File: src/design/tkis_pkg.sv
// Package for the top-k index select unit.
// Holds field widths, configuration register codes and the control struct of one chain cell.
// No dependencies.
`default_nettype none

package tkis_pkg;

  localparam int KEY_W      = 32;
  localparam int RANK_POS_W = 6;
  localparam int CFG_IDX_W  = 2;
  localparam int CFG_DATA_W = 5;
  localparam int COUNT_W    = 5;

  typedef enum logic [CFG_IDX_W-1:0] {
    CFG_COUNT_WANTED  = 2'd0,
    CFG_ORDER_LARGEST = 2'd1
  } cfg_reg_t;

  typedef struct packed {
    logic insert;
    logic shift_out;
    logic clear;
    logic order_largest;
  } cell_ctrl_t;

endpackage

`default_nettype wire

File: src/design/top_k_index_select_unit.sv
// Top level of the top-k index select unit: streaming partial sort over a chain of cells.
// Depends on tkis_pkg and tkis_cell.
//
// Input channel (in_valid / in_stall) carries error_value and is_last_item, numbered
// from 0 in arrival order. Each item enters the sorted chain as it is taken: every cell
// compares its key with the new one, and the item lands where the first cell gives way.
// Up to MAX_ITEMS items per set are ranked; later ones are dropped and flag overflowed.
// After the item marked is_last_item, the unit raises in_stall and drains min(K, held)
// results on the output channel (out_valid / out_stall), best first, one per cycle
// while out_stall is low. The first result is valid the cycle after the last item.
// Result values come straight from the head cell, which only moves when a result is
// taken, so a stalled result holds. The chain is emptied as the final result is taken,
// and the next item can be taken in the cycle after.
// Configuration (cfg_valid / cfg_ready, always ready): index 0 writes count_wanted,
// index 1 writes order_largest. Reset clears the chain, counters and flags and sets
// K to 1 with smallest-first ordering.
`default_nettype none

module top_k_index_select_unit #(
  parameter int MAX_ITEMS = 64,
  parameter int MAX_K     = 16
) (
  input  wire                              clk,
  input  wire                              rst,
  input  wire                              cfg_valid,
  output logic                             cfg_ready,
  input  wire [tkis_pkg::CFG_IDX_W-1:0]    cfg_index,
  input  wire [tkis_pkg::CFG_DATA_W-1:0]   cfg_data,
  input  wire                              in_valid,
  output logic                             in_stall,
  input  wire [tkis_pkg::KEY_W-1:0]        error_value,
  input  wire                              is_last_item,
  output logic                             out_valid,
  input  wire                              out_stall,
  output logic [tkis_pkg::RANK_POS_W-1:0]  rank_position,
  output logic [tkis_pkg::KEY_W-1:0]       rank_value,
  output logic                             is_last_result,
  output logic                             overflowed
);

  localparam int PosW  = (MAX_ITEMS > 2) ? $clog2(MAX_ITEMS) : 1;
  localparam int CntW  = $clog2(MAX_ITEMS + 1);
  localparam int HeldW = $clog2(MAX_K + 1);
  localparam int CmpW  = ((HeldW > tkis_pkg::COUNT_W) ? HeldW : tkis_pkg::COUNT_W) + 1;

  logic [tkis_pkg::COUNT_W-1:0] count_wanted;
  logic                         order_largest;
  logic                         busy;
  logic [HeldW-1:0]             remaining;
  logic [HeldW-1:0]             held_count;
  logic [CntW-1:0]              item_counter;
  logic                         overflow_flag;
  logic                         out_overflow;

  logic                         accept_in;
  logic                         accept_out;
  logic                         insert;
  logic                         inserted;
  logic                         overflow_after;
  logic [HeldW-1:0]             held_after;
  logic [HeldW-1:0]             k_sat;
  logic [HeldW-1:0]             n_report;
  tkis_pkg::cell_ctrl_t         ctrl;

  logic                         cell_valid [MAX_K];
  logic [tkis_pkg::KEY_W-1:0]   cell_key   [MAX_K];
  logic [PosW-1:0]              cell_pos   [MAX_K];
  logic                         prefix     [MAX_K+1];

  assign cfg_ready  = 1'b1;
  assign in_stall   = busy;
  assign out_valid  = busy;
  assign accept_in  = in_valid && !busy;
  assign accept_out = busy && !out_stall;

  always_comb begin
    insert         = accept_in && (item_counter < CntW'(MAX_ITEMS));
    inserted       = insert && prefix[MAX_K];
    overflow_after = overflow_flag || (accept_in && !insert);
    if (inserted && (held_count != HeldW'(MAX_K))) begin
      held_after = held_count + HeldW'(1);
    end else begin
      held_after = held_count;
    end
    if (count_wanted == '0) begin
      k_sat = HeldW'(1);
    end else if (CmpW'(count_wanted) > CmpW'(MAX_K)) begin
      k_sat = HeldW'(MAX_K);
    end else begin
      k_sat = HeldW'(count_wanted);
    end
    n_report = (held_after < k_sat) ? held_after : k_sat;
    ctrl.insert        = insert;
    ctrl.shift_out     = accept_out;
    ctrl.order_largest = order_largest;
    ctrl.clear         = (accept_in && is_last_item && (n_report == '0)) ||
                         (accept_out && (remaining == HeldW'(1)));
  end

  assign prefix[0] = 1'b0;

  for (genvar i = 0; i < MAX_K; i++) begin : g_cell
    logic                       prev_valid;
    logic [tkis_pkg::KEY_W-1:0] prev_key;
    logic [PosW-1:0]            prev_pos;
    logic                       next_valid;
    logic [tkis_pkg::KEY_W-1:0] next_key;
    logic [PosW-1:0]            next_pos;

    if (i == 0) begin : g_head
      assign prev_valid = 1'b0;
      assign prev_key   = '0;
      assign prev_pos   = '0;
    end else begin : g_body
      assign prev_valid = cell_valid[i-1];
      assign prev_key   = cell_key[i-1];
      assign prev_pos   = cell_pos[i-1];
    end

    if (i == MAX_K - 1) begin : g_tail
      assign next_valid = 1'b0;
      assign next_key   = '0;
      assign next_pos   = '0;
    end else begin : g_link
      assign next_valid = cell_valid[i+1];
      assign next_key   = cell_key[i+1];
      assign next_pos   = cell_pos[i+1];
    end

    tkis_cell #(
      .POS_W(PosW)
    ) u_cell (
      .clk        (clk),
      .rst        (rst),
      .ctrl       (ctrl),
      .new_key    (error_value),
      .new_pos    (item_counter[PosW-1:0]),
      .prev_valid (prev_valid),
      .prev_key   (prev_key),
      .prev_pos   (prev_pos),
      .next_valid (next_valid),
      .next_key   (next_key),
      .next_pos   (next_pos),
      .prefix_in  (prefix[i]),
      .prefix_out (prefix[i+1]),
      .valid      (cell_valid[i]),
      .key        (cell_key[i]),
      .pos        (cell_pos[i])
    );
  end

  assign rank_position  = tkis_pkg::RANK_POS_W'(cell_pos[0]);
  assign rank_value     = cell_key[0];
  assign is_last_result = (remaining == HeldW'(1));
  assign overflowed     = out_overflow;

  always_ff @(posedge clk) begin
    if (rst) begin
      count_wanted  <= tkis_pkg::COUNT_W'(1);
      order_largest <= 1'b0;
    end else if (cfg_valid && cfg_ready) begin
      unique case (cfg_index)
        tkis_pkg::CFG_COUNT_WANTED:  count_wanted  <= cfg_data[tkis_pkg::COUNT_W-1:0];
        tkis_pkg::CFG_ORDER_LARGEST: order_largest <= cfg_data[0];
        default: ;
      endcase
    end
  end

  always_ff @(posedge clk) begin
    if (rst) begin
      busy          <= 1'b0;
      remaining     <= '0;
      held_count    <= '0;
      item_counter  <= '0;
      overflow_flag <= 1'b0;
      out_overflow  <= 1'b0;
    end else if (accept_in) begin
      if (is_last_item) begin
        item_counter  <= '0;
        overflow_flag <= 1'b0;
        out_overflow  <= overflow_after;
        remaining     <= n_report;
        if (n_report == '0) begin
          held_count <= '0;
        end else begin
          held_count <= held_after;
          busy       <= 1'b1;
        end
      end else begin
        held_count    <= held_after;
        overflow_flag <= overflow_after;
        if (insert) begin
          item_counter <= item_counter + CntW'(1);
        end
      end
    end else if (accept_out) begin
      remaining <= remaining - HeldW'(1);
      if (remaining == HeldW'(1)) begin
        busy       <= 1'b0;
        held_count <= '0;
      end
    end
  end

endmodule

`default_nettype wire

File: src/design/tkis_cell.sv
// One cell of the sorted chain: holds one key and its arrival position.
// Inserts by comparing with the new key, shifts toward the tail on insert, toward the head on drain.
// Depends on tkis_pkg.
`default_nettype none

module tkis_cell #(
  parameter int POS_W = 6
) (
  input  wire                          clk,
  input  wire                          rst,
  input  tkis_pkg::cell_ctrl_t         ctrl,
  input  wire [tkis_pkg::KEY_W-1:0]    new_key,
  input  wire [POS_W-1:0]              new_pos,
  input  wire                          prev_valid,
  input  wire [tkis_pkg::KEY_W-1:0]    prev_key,
  input  wire [POS_W-1:0]              prev_pos,
  input  wire                          next_valid,
  input  wire [tkis_pkg::KEY_W-1:0]    next_key,
  input  wire [POS_W-1:0]              next_pos,
  input  wire                          prefix_in,
  output logic                         prefix_out,
  output logic                         valid,
  output logic [tkis_pkg::KEY_W-1:0]   key,
  output logic [POS_W-1:0]             pos
);

  logic stays_ahead;
  logic take_new;

  always_comb begin
    if (ctrl.order_largest) begin
      stays_ahead = (key >= new_key);
    end else begin
      stays_ahead = (key <= new_key);
    end
    take_new   = !valid || !stays_ahead;
    prefix_out = prefix_in || take_new;
  end

  always_ff @(posedge clk) begin
    if (rst) begin
      valid <= 1'b0;
    end else if (ctrl.clear) begin
      valid <= 1'b0;
    end else if (ctrl.shift_out) begin
      valid <= next_valid;
    end else if (ctrl.insert) begin
      if (prefix_in) begin
        valid <= prev_valid;
      end else if (take_new) begin
        valid <= 1'b1;
      end
    end
  end

  always_ff @(posedge clk) begin
    if (ctrl.shift_out) begin
      key <= next_key;
      pos <= next_pos;
    end else if (ctrl.insert) begin
      if (prefix_in) begin
        key <= prev_key;
        pos <= prev_pos;
      end else if (take_new) begin
        key <= new_key;
        pos <= new_pos;
      end
    end
  end

endmodule

`default_nettype wire

File: config.mk
export PLATFORM = sky130hd
export DESIGN_NAME = top_k_index_select_unit
export DESIGN_NICKNAME = d
export VERILOG_FILES = /design/src/design/tkis_pkg.sv /design/src/design/top_k_index_select_unit.sv /design/src/design/tkis_cell.sv
export SDC_FILE = /design/constraint.sdc
export NUM_CORES = 2
export LEC_CHECK = 0
export BUFFER_PORTS_ARGS = -buffer_cell sky130_fd_sc_hd__buf_2
export CAP_MARGIN = 20
export CORE_MARGIN = 2
export CORE_UTILIZATION = 65
export DETAILED_ROUTE_END_ITERATION = 8
export GPL_TIMING_DRIVEN = 1
export PLACE_DENSITY = 0.82
export SYNTH_ARGS = -nofsm -noshare
export SYNTH_HDL_FRONTEND = slang
export SYNTH_SLANG_ARGS = --single-unit
File: constraint.sdc
create_clock -name clk -period 17.9 [get_ports clk]
set_clock_uncertainty 0.05 [all_clocks]
set_input_delay 3.58 -clock clk [delete_from_list [all_inputs] [get_ports clk]]
set_output_delay 3.58 -clock clk [all_outputs]
set_load 0.02 [all_outputs]
==> key figures <==
Setup path
  • Cell breakdown of the critical path: buf_2, inv_1, ha_1, and3_1, a221o_1, a221o_1, a211oi_1, o21ai_0, xnor2_1, a221oi_1, nand4_4, nor4_4, nor2_4, nand2_1, mux2_2, ha_1, a21o_1, a21o_1, a21oi_1, and3_1, a31oi_2, o31ai_4, nor2_1
  • Crit. End Element: flip-flop
  • Family with the most delay on the worst path: compound AO/OA/AOI/OAI gates
  • CP startpoint kind: primary input
  • CP arrival: 11190 ps
  • Crit path largest cell delay: approximately 730 ps
  • CP max FO: 22
  • Buf/Inv on CP: 2
  • Crit path kind: in2reg
  • WP data required: 18330 ps
  • CP max-delay cell: inv_1

Clock network
  • Clock buffer count from CTS: 73
  • # hold bufs at CTS: 0
  • Maximum root-to-sink buffer count: 3
  • Clk_lat worst skew: roughly 640 ps
  • CTS tree: done
  • Clock Pin Slew Worst Setup and Hold Paths: about 60 ps
  • Clock tree sinks: 650
  • Clock root buffer master: clkbuf_16
  • Post CTS Setup Buffer Count: 0
  • Post-CTS Resized: 0
  • H-tree Lvls: 3

Synthesis
  • Adder-cell share of the synthesized area: 14.8%
  • Xor/xnor share of the synthesized area: less than 1%
  • Seq/Total Area, Yosys: 42.5%
  • Main flop type after synthesis: edfxtp_1
  • Synth Area in Compound Gates: around 16%
  • Post-Syn Nets: 5186
  • Multiplexer area fraction after synthesis: a little under a tenth
  • Post-synthesis simple-gate area fraction: a little over an eighth
  • Post-synth EDFFs: 570
  • Count of cell types in the netlist: 79
  • Largest family of logic cells by synthesized area: compound AO/OA/AOI/OAI gates
  • Post-synthesis cell count: around 4600
  • Main area contributors after synthesis: edfxtp_1, ha_1, mux2i_1
  • Yosys top cell area share: between 30% and 40%
  • Post-synth top area cell: edfxtp_1
  • #FFs+latches synth: 650
  • Mapped Area: between 40000 and 50000 um2
  • Warnings from Yosys: 0
  • Avg Cell Area, Syn: around 9.5 um2
  • Synth async-reset ratio: 0%

Detailed routing
  • Vias: approximately 37000
  • Drt pass-1 iters: 6
  • DR DRC count: 0
  • First DRT Iteration DRCs: about 4600
  • WL final: 134 mm
  • Antenna-violating nets left: 0
  • Post-DR vias/cell: around 6.7
  • WL per Instance: ~24 um

Final layout
  • Post-layout util: a little under three quarters
  • Ant diodes: 0
  • Final layout net count: 5137
  • Most common cell after layout, fill and taps aside: nand2_1
  • Layout cell share with drive strength beyond 1: under 10%
  • Post-route cell area: between 40000 and 50000 um2
  • Area grow syn2layout: 8.35%
  • Most frequent cells in the layout: nand2_1, o21ai_0, edfxtp_1

Floorplan
  • Initial Util: 65.6%
  • Die width: around 260 um
  • IO Pins: roughly 90
  • Die ar.: about 70000 um2
  • Die height: around 260 um
  • # rows: 95
  • CORE AREA: 67200 um2

STA
  • Tcrit/Tclk final: about three fifths
  • Rel. slew slack: 26.9%
  • Hold Fails Final Rpt: 0
  • Max Fclk: 0.0930 GHz
  • Worst Tran Pin Value: about 1100 ps
  • Setup TNS: 0 ps
  • Unrepaired setup endpoints after global routing: no
  • Max-slew violation count: 0
  • Min cycle time layout: around 11000 ps
  • Setup-failing EPs final: 0

Power and ir drop
  • Worst vdd rail ir drop: 0.0851 mV
  • Leak Pwr: ~18 nW
  • Pwr Density: 104 nW/um2
  • Switch Pwr: around 0.0016 W
  • Comb pwr share: 23.0%
  • Switching Share: between 30 and 40%
  • P_int: 0.00334 W
  • Share of power burned in registers: 45.6%
  • Clk pwr share: 31.5%

Job
  • MaxCap Viol Count: 0

Global routing
  • Largest net degree at the start of global routing: about 240
  • Initial antenna violation count: 4
  • Vias in the first global route: 35291
  • Grt ovf: 0
  • First-pass GRT wire length: between 200 and 250 mm
  • Total track usage: between 30% and 40%

Placement
  • PortBufs: between 80 and 90
  • RePlAce Congestion: 0.967
  • DPL Wire Length: approximately 93 mm
  • Dpl cell area: about 45000 um2

Hold path
  • Worst min path class: reg2reg

Status
  • Outcome: finished clean
## path summary, 6_finish.rpt
kind	endpoint	slack, ps	cells past startpoint	start
min	overflow_flag$_SDFFE_PP0P_	420	2	overflow_flag$_SDFFE_PP0P_
min reg2reg	overflow_flag$_SDFFE_PP0P_	420	2	overflow_flag$_SDFFE_PP0P_
max	g_cell[5].u_cell.valid$_SDFFE_PP0P_	7140	23	error_value[6]
max reg2reg	g_cell[5].u_cell.valid$_SDFFE_PP0P_	10560	21	g_cell[3].u_cell.key[7]$_DFFE_PP_
## kinds of logic after synthesis
| family | after synthesis |
|---|---|
| flip-flops | 650 |
| XOR/XNOR | 16 |
| AO/OA/AOI/OAI | 1265 |
| AND/OR/NAND/NOR | 1383 |
| multiplexers | 419 |
| buffers and inverters | 365 |
| other | 1 |
| adder cells (fa/ha/maj) | 521 |
## through the flow
stage          total power, W  cells  hold WS (ps)  setup WS (ps)
2_1_floorplan         0.00295   4620           386           7650
3_3_place_gp          0.00333   5367           402           6850
3_5_place_dp          0.00338   5367           413           6710
4_1_cts               0.00492   5497           427           7270
5_1_grt               0.00516   5499           434           6890
6_report              0.00495   5499           422           7140
## sequential cells by signal (all words and copies together) (netlist names)
name and cells:
g_cell.u_cell.key 512, in_stall 1, order_largest 1, item_counter 7
remaining 5, overflowed 1, g_cell.u_cell.pos 96, held_count 5
g_cell.u_cell.valid 16, count_wanted 5, overflow_flag 1
## cell usage after synthesis (3+ instances only)
master / count
nand2_1: 761
o21ai_0: 658
edfxtp_1: 570
ha_1: 521
mux2i_1: 415
a21oi_1: 336
nor2_1: 307
clkbuf_1: 229
nand4_1: 107
dfxtp_1: 80
inv_1: 79
a211oi_1: 72
nand3_1: 58
o211ai_1: 46
a21o_1: 36
nor3_1: 33
buf_1: 27
buf_2: 24
a31oi_1: 22
o21a_1: 22
nand2b_1: 21
nor2b_1: 21
nor4_1: 17
and3_1: 12
xnor2_1: 10
a221o_1: 9
and4_1: 9
a2111oi_0: 6
a221oi_1: 6
o221ai_1: 6
o31ai_1: 6
or2_2: 6
or3_1: 6
xor2_1: 6
a21boi_0: 4
buf_4: 4
or4_1: 4
a311oi_1: 3
a41oi_1: 3
mux2_2: 3
nor4b_1: 3
o2111ai_1: 3
## routing by layer
metal | wire (um) | up-vias | track usage (%) | share of wire [%]
met5 | 51 | - | 0 | 0.038
met4 | 7600 | 8 | 19.2 | 5.7
met3 | 11900 | 454 | 6.50 | 8.9
met2 | 61800 | 1954 | 60.7 | 46
met1 | 52300 | 17649 | 48.8 | 39
li1 | - | 17011 | - | -
## area by class of cell
type | count | area (um2)
fillers | 4911 | 19400
well taps | 873 | 1090
clock inverters | 38 | 463
clock buffers | 92 | 1950
flip-flops and latches | 650 | 18700
inverters | 80 | 300
multi-input cells | 3605 | 24200
repair buffers | 161 | 1050
## power by group through the flow
stage          Combinational (W)  Clock, W  Sequential [W]
2_1_floorplan           0.000768         0         0.00218
3_3_place_gp             0.00105         0         0.00227
3_5_place_dp             0.00110         0         0.00227
4_1_cts                  0.00111   0.00156         0.00225
5_1_grt                  0.00127   0.00161         0.00227
6_report                 0.00114   0.00156         0.00226
## worst register-to-register path, stage by stage (launching register included)
cell	delay [ps]
edfxtp_1	460
ha_1	340
and3_1	230
a221o_1	370
a221o_1	300
a211oi_1	450
o21ai_0	200
xnor2_1	230
a221oi_1	670
nand4_4	350
nor4_4	680
nor2_4	50
nand2_1	90
mux2_2	370
ha_1	340
a21o_1	160
a21o_1	180
a21oi_1	290
and3_1	410
a31oi_2	190
o31ai_4	660
nor2_1	130
(Power assumes the default switching activity.)
